File: src/rtl/core/arp_cache_with_aging_unit_assert.svh
// Assertion macros used by the ARP cache datapath.
`ifndef ARP_CACHE_WITH_AGING_UNIT_ASSERT_SVH
`define ARP_CACHE_WITH_AGING_UNIT_ASSERT_SVH

// Same-cycle implication, checked outside reset.
`define ARPC_ASSERT_NOW(label, clk, rst_n, ante, cons, msg) \
    label: assert property (@(posedge clk) disable iff (!rst_n) (ante) |-> (cons)) \
        else $error(msg);

// Next-cycle implication, checked outside reset.
`define ARPC_ASSERT_NXT(label, clk, rst_n, ante, cons, msg) \
    label: assert property (@(posedge clk) disable iff (!rst_n) (ante) |=> (cons)) \
        else $error(msg);

`endif

File: src/rtl/core/arpc_pkg.sv
// Package with types, constants and codes of the ARP cache.
package arpc_pkg;

    localparam int ENTRIES = 64;
    localparam int IDX_W   = (ENTRIES > 1) ? $clog2(ENTRIES) : 1;

    localparam logic [15:0] TTL_RESET = 16'd60;

    localparam logic [2:0] FN_LEARN   = 3'd0;
    localparam logic [2:0] FN_STATIC  = 3'd1;
    localparam logic [2:0] FN_REFRESH = 3'd2;
    localparam logic [2:0] FN_LOOKUP  = 3'd3;
    localparam logic [2:0] FN_REMOVE  = 3'd4;
    localparam logic [2:0] FN_TICK    = 3'd5;
    localparam logic [2:0] FN_SPARE6  = 3'd6;
    localparam logic [2:0] FN_SPARE7  = 3'd7;

    localparam logic [1:0] ST_OK     = 2'd0;
    localparam logic [1:0] ST_ABSENT = 2'd1;
    localparam logic [1:0] ST_FULL   = 2'd2;
    localparam logic [1:0] ST_RSV    = 2'd3;

    typedef struct packed {
        logic [2:0]  func;
        logic [31:0] ip_addr;
        logic [47:0] mac_addr;
    } arpc_in_t;

    typedef struct packed {
        logic [1:0]  status;
        logic [47:0] mac_result;
    } arpc_out_t;

    typedef struct packed {
        logic [31:0] ip;
        logic [47:0] mac;
        logic [15:0] ticks;
        logic        stat;
    } arpc_row_t;

    typedef enum logic [2:0] {
        S_IDLE,
        S_SCAN,
        S_DRAIN,
        S_ACT,
        S_DONE
    } arpc_state_t;

    typedef struct packed {
        logic start;
        logic scan_en;
        logic act;
        logic load_out;
    } arpc_cmd_t;

    typedef struct packed {
        logic scan_last;
        logic out_free;
    } arpc_stat_t;

endpackage

File: src/rtl/core/arpc_ctrl.sv
// Controller state machine of the ARP cache.
module arpc_ctrl
    import arpc_pkg::*;
(
    input  logic       clk,
    input  logic       rst_n,
    input  logic       in_valid,
    output logic       in_ready,
    input  arpc_stat_t st,
    output arpc_cmd_t  cmd
);

    arpc_state_t state_reg;
    arpc_state_t state_next;

    always_ff @(posedge clk or negedge rst_n)
    begin
        if (!rst_n)
        begin
            state_reg <= S_IDLE;
        end
        else
        begin
            state_reg <= state_next;
        end
    end

    always_comb
    begin
        state_next = state_reg;
        case (state_reg)
            S_IDLE:
            begin
                if (in_valid)
                begin
                    state_next = S_SCAN;
                end
            end
            S_SCAN:
            begin
                if (st.scan_last)
                begin
                    state_next = S_DRAIN;
                end
            end
            S_DRAIN: state_next = S_ACT;
            S_ACT:   state_next = S_DONE;
            S_DONE:
            begin
                if (st.out_free)
                begin
                    state_next = S_IDLE;
                end
            end
            default: state_next = S_IDLE;
        endcase
    end

    always_comb
    begin
        in_ready     = 1'b0;
        cmd          = '0;
        case (state_reg)
            S_IDLE:
            begin
                in_ready  = 1'b1;
                cmd.start = in_valid;
            end
            S_SCAN:  cmd.scan_en  = 1'b1;
            S_DRAIN: cmd          = '0;
            S_ACT:   cmd.act      = 1'b1;
            S_DONE:  cmd.load_out = st.out_free;
            default: cmd          = '0;
        endcase
    end

endmodule

File: config.mk
export PLATFORM = sky130hd
export DESIGN_NAME = arpc_ctrl
export DESIGN_NICKNAME = d
export VERILOG_FILES = /design/src/rtl/core/arp_cache_with_aging_unit_assert.svh /design/src/rtl/core/arpc_pkg.sv /design/src/rtl/core/arpc_ctrl.sv
export SDC_FILE = /design/constraint.sdc
export NUM_CORES = 1
export LEC_CHECK = 0
export ABC_CLOCK_PERIOD_IN_PS = 1500
export BUFFER_PORTS_ARGS = -buffer_cell sky130_fd_sc_hd__buf_2
export CELL_PAD_IN_SITES_DETAIL_PLACEMENT = 0
export CELL_PAD_IN_SITES_GLOBAL_PLACEMENT = 1
export CORE_AREA = 2 2 39 41
export CTS_CLUSTER_DIAMETER = 150
export DETAILED_ROUTE_END_ITERATION = 7
export DIE_AREA = 0 0 41 43
export PLACE_DENSITY_LB_ADDON = 0.1
export SETUP_SLACK_MARGIN = 0.15
export SLEW_MARGIN = 10
export SYNTH_ARGS = -nofsm -noshare
export SYNTH_HDL_FRONTEND = slang
export SYNTH_SLANG_ARGS = --single-unit
File: constraint.sdc
create_clock -name clk -period 1.5 [get_ports clk]
set_input_delay 0.15 -clock clk [delete_from_list [all_inputs] [get_ports clk]]
set_output_delay 0.15 -clock clk [all_outputs]
set_load 0.005 [all_outputs]
==> flow_summary.yaml, run 1 <==
cells_and_area:
  seq_area_um2: 77.6
  fin_nets: 37
  instances_no_fill: 47
  fillers: 172
  drive_gt1_frac: 0.516
  multi_input_area_um2: 97.6
  largest_register_ffs: 3
  mostFrequentLayoutCells: "buf_2 (9), clkbuf_4 (3), a21oi_1 (2), dfrtp_2 (2)"
  area.growth.synth_to_final_pct: 64.9
  antenna_cells: 0
  final_common_cell: "buf_2"
clocking:
  clk_latency_ns: 0.23
  cts.sinks: 3
  root_buffer: "clkbuf_4"
  tritoncts: "yes"
  ctsHtreeMaxLevel: 1
  postCtsSetupBuffers: 0
  clk_pin_slew_ns: 0.04
  cts_made_buffers: 3
  cts_buffer_depth: 2
critical_path:
  crit_path_start: "state_reg[2]"
  worst-path-buf-inv: 1
  rr_worst_depth: 2
  required_ns: 1.35
  crit_type: "reg -> out"
  r2r_slack_ns: 0.43
  max_stage_delay_ns: 0.44
  reg2reg_from: "state_reg[1]"
  critical_path.max_fanout: 7
  slowest_stage: "dfrtp_2"
  crit_arrival_ns: 1.09
  crit_chain: "nor3_2 > and2_1 > buf_2"
  cp_top_family: "flip-flops"
  start_kind: "register"
  end_kind: "primary output"
  rr_endpoint: "state_reg[2]"
routing:
  vias_per_cell: 3.79
  antenna_left: 0
  via_count: 178
  drtIter0Drc: 1
  totalWireLength_um: 448
  drt_pass1_iterations: 4
  drc: 0
  avgRoutedWirePerCell_um: 9.53
floorplanning:
  rows: 14
  coreArea_um2: 1380
  fp.dieW_um: 41
  die_h_um: 43
  start_util: 0.121
  io_pins: 10
  design.die.area_um2: 1760
timing:
  slew_headroom: 0.819
  setup_ws_ns: 0.258
  rsz0062_at_grt: "no"
  setup_tns_ns: 0
  post-route-min-period_ns: 1.24
  hold_viol: 0
  skew_ns: 0.00575
  fmaxAchievable_ghz: 0.805
  drv_slew: 0
  worst_slew_pin_slew_ns: 0.271
  finalSetupViolCount: 0
  finalCritPeriodShare: 0.828
  whs_ns: 0.187
yosys:
  synth_area_um2: 168
  ys_seq_elements: 3
  syn_nets: 22
  synth_area_leaders: "dfrtp_1 (45%), a21oi_1 (6.0%), and3b_2 (6.0%), nor3_1 (6.0%), nor4b_1 (5.2%)"
  synth_top_area_share: 0.448
  seq_area_frac_synth: 0.448
  synth_area_per_cell_um2: 9.86
  netlist_instances: 17
  synth_area_leader_cell: "dfrtp_1"
  synth_warnings: 0
  synth_cell_type_count: 13
placement:
  pre_cts_slack_ns: 0.433
  finalWeightedCongestion: 0.594
  dp_cells: 42
  portBuffers: 9
  dp.final_hpwl_um: 339
global_routing:
  grt_pass1_wl_um: 627
  globalRouteTotalUtil: 0.0622
  grt_overflow: 0
  grt_antenna_before_repair: 0
  grt_pass1_vias: 161
  grt_max_degree: 10
power:
  p_leak_nw: 0.129
  ir_worst_vdd_uv: 316
  power.density_nw_per_um2: 1880
hold_path:
  min_to: "state_reg[0]"
  hp-start: "st[1]"
  holdPathStages: 3
  hold_class: "in -> reg"
status:
  outcome: "finished, final reports clean"
job:
  max_cap_violations: 0
==> synthesized netlist by cell type (all sizes together) <==
cell type  number
nand2b          1
dfrtp           3
nor4b           1
a21oi           2
and3b           1
o21bai          1
nor3            2
nand3b          1
or2             1
nor3b           1
or3b            1
nand2           1
and2            1
==> worst max-delay path by stage <==
stage | to | slack [ns] | cells past startpoint
2_1_floorplan | state_reg[2] | 0.51 | 2
3_3_place_gp | cmd[3] | 0.42 | 3
3_5_place_dp | cmd[3] | 0.43 | 3
4_1_cts | cmd[3] | 0.18 | 3
5_1_grt | cmd[3] | 0.18 | 3
6_report | cmd[3] | 0.26 | 3
==> layout make-up <==
cell class	count	share of cell area
multi-input combinational	14	0.353
sequential	3	0.281
timing repair buffer	10	0.199
clock buffer	4	0.0950
tap	16	0.0724
==> logic make-up (layout without fill, tap and decap cells) <==
family | Yosys count | in the layout | synth area share
flops | 3 | 3 | 0.448
buf+inv | 0 | 14 | 0
simple gates | 11 | 11 | 0.448
compound gates | 3 | 3 | 0.104
==> tightest hold or removal path: stages <==
cell     delay (ns)
buf_2          0.09
or3b_1         0.09
a21oi_1        0.05
==> power by group <==
part	switching, mW	internal (mW)
logic	0.0639	0.118
clock network	0.0410	0.0996
registers	0.0753	0.122
total	0.180	0.339
==> layer usage <==
layer,up-vias,track usage,wire (um)
li1,91,-,-
met1,82,0.0579,183
met2,5,0.0813,234
met3,0,0.0157,31
met4,0,0.100,0
met5,-,0,0
==> metrics by stage <==
step	utilization	total power, mW	cell area, um2
4_1_cts	0.194	0.521	269
5_1_grt	0.200	0.566	277
3_5_place_dp	0.168	0.370	233
2_1_floorplan	-	0.278	168
3_3_place_gp	0.168	0.369	233
6_report	0.200	0.520	277
==> what timing repair did <==
item                                    in CTS  in global routing
endpoints found under the setup margin       0                  1
hold buffers                                 1                  0
endpoints found under the hold margin        3                  0
gates resized for setup                      0                  3
No activity file was read; power rests on OpenSTA's default activity.
==> inputs of run 2 (changes only) <==
ABC_CLOCK_PERIOD_IN_PS = 1300   (was 1500)
clock period = 1.3 ns   (was 1.5 ns; I/O delays follow)
==> run 2 against run 1 <==
Effect of this change: clock power is 14% higher; highest routed layer unchanged; routed wire length increased by 14%; sequential share of layout area shrank 3.3 points; critical path type unchanged.
==> flow_summary.yaml, run 2 (synthesis results as in run 1) <==
critical_path:
  crit_arrival_ns: 1.09
  rr_worst_depth: 4
  crit_type: "reg -> out"
  critical_path.max_fanout: 6
  r2r_slack_ns: 0.11
  start_kind: "register"
  end_kind: "primary output"
  required_ns: 1.17
  rr_endpoint: "state_reg[0]"
  reg2reg_from: "state_reg[0]"
clocking:
  clk_latency_ns: 0.23
  ctsHtreeMaxLevel: 1
  cts_made_buffers: 3
  cts_buffer_depth: 2
  clk_pin_slew_ns: 0.04
  cts.sinks: 3
  root_buffer: "clkbuf_4"
  tritoncts: "yes"
power:
  power.density_nw_per_um2: 2270
  p_leak_nw: 0.149
  ir_worst_vdd_uv: 462
routing:
  totalWireLength_um: 512
  drtIter0Drc: 3
  antenna_left: 0
  vias_per_cell: 3.90
  avgRoutedWirePerCell_um: 10.0
  drt_pass1_iterations: 2
  via_count: 199
  drc: 0
timing:
  fmaxAchievable_ghz: 0.823
  finalCritPeriodShare: 0.935
  drv_slew: 0
  hold_viol: 0
  finalSetupViolCount: 0
  worst_slew_pin_slew_ns: 0.229
  setup_tns_ns: 0
  slew_headroom: 0.845
  skew_ns: 0.00220
  post-route-min-period_ns: 1.22
  rsz0062_at_grt: "yes"
global_routing:
  grt_pass1_wl_um: 848
  grt_overflow: 0
  grt_max_degree: 8
  grt_antenna_before_repair: 0
  grt_pass1_vias: 187
  globalRouteTotalUtil: 0.0765
cells_and_area:
  multi_input_area_um2: 109
  final_cell_area_um2: 319
  drive_gt1_frac: 0.657
  largest_register_ffs: 3
  mostFrequentLayoutCells: "buf_2 (9), clkbuf_4 (3), dfrtp_2 (3)"
  final_common_cell: "buf_2"
  antenna_cells: 0
  seq_area_um2: 78.8
  fin_nets: 41
  area.growth.synth_to_final_pct: 90.3
  fillers: 166
hold_path:
  hp-start: "st[1]"
  holdPathStages: 3
  min_to: "state_reg[1]"
  hold_class: "in -> reg"
floorplanning:
  design.die.area_um2: 1760
  rows: 14
  die_h_um: 43
  io_pins: 10
  start_util: 0.121
  fp.dieW_um: 41
  coreArea_um2: 1380
status:
  outcome: "finished, final reports clean"
placement:
  finalWeightedCongestion: 0.577
  portBuffers: 9
  dp.final_hpwl_um: 328
  placed_cell_area_um2: 233
job:
  max_cap_violations: 0
## run 2: repair_timing
| item | 4_1_cts | 5_1_grt |
|---|---|---|
| cloned | 0 | 0 |
| hold buffers | 1 | 0 |
| resized for setup | 4 | 6 |
| setup buffers | 2 | 2 |
| pin swaps | 2 | 1 |
| hold endpoints to repair | 3 | 0 |
| setup endpoints to repair | 5 | 7 |
## run 2: area by class of cell
class	instances	share of cell area
well taps	16	0.0627
clock buffers	4	0.0824
repair buffers	14	0.267
flip-flops and latches	3	0.247
multi-input cells	14	0.341
## run 2: through the flow
step,total power [mW],util,std cells,hold WS [ns],setup WS [ns]
floorplan,0.320,-,17,-0.166,0.312
detailed placement,0.428,0.168,42,-0.0729,0.209
global route,0.802,0.231,51,0.178,-0.0168
CTS,0.649,0.206,49,0.172,0.0595
finish,0.726,0.231,51,0.174,0.0843
global placement,0.437,0.168,42,-0.0726,0.204
## run 2: worst max-delay path, cell delays in order, from the launching register on
cell and delay, ns:
dfrtp_2 0.43, nor3_2 0.19, and2_1 0.13, buf_2 0.10
## run 2: worst max path at each step
stage / endpoint / startpoint / cells after the start / slack [ns]
after floorplan: state_reg[2] / state_reg[1] / 2 / 0.31
after global placement: state_reg[0] / state_reg[1] / 2 / 0.20
after detailed placement: state_reg[0] / state_reg[1] / 2 / 0.21
after CTS: cmd[3] / state_reg[0] / 3 / 0.06
after global routing: cmd[3] / state_reg[0] / 3 / -0.02
final: cmd[3] / state_reg[0] / 3 / 0.08
## run 2: report_power, final
| group | switching [mW] | internal, mW |
|---|---|---|
| Sequential | 0.0734 | 0.143 |
| Clock | 0.0462 | 0.115 |
| Combinational | 0.126 | 0.222 |
| Total | 0.245 | 0.480 |
## run 2: metal layers
metal  vias to the layer above  GRT usage  wire (um)
met5                         -          0          0
met4                         0     0.0400          0
met3                         0     0.0471         28
met2                         5     0.0938        261
met1                        95      0.101        221
li1                         99          -          -
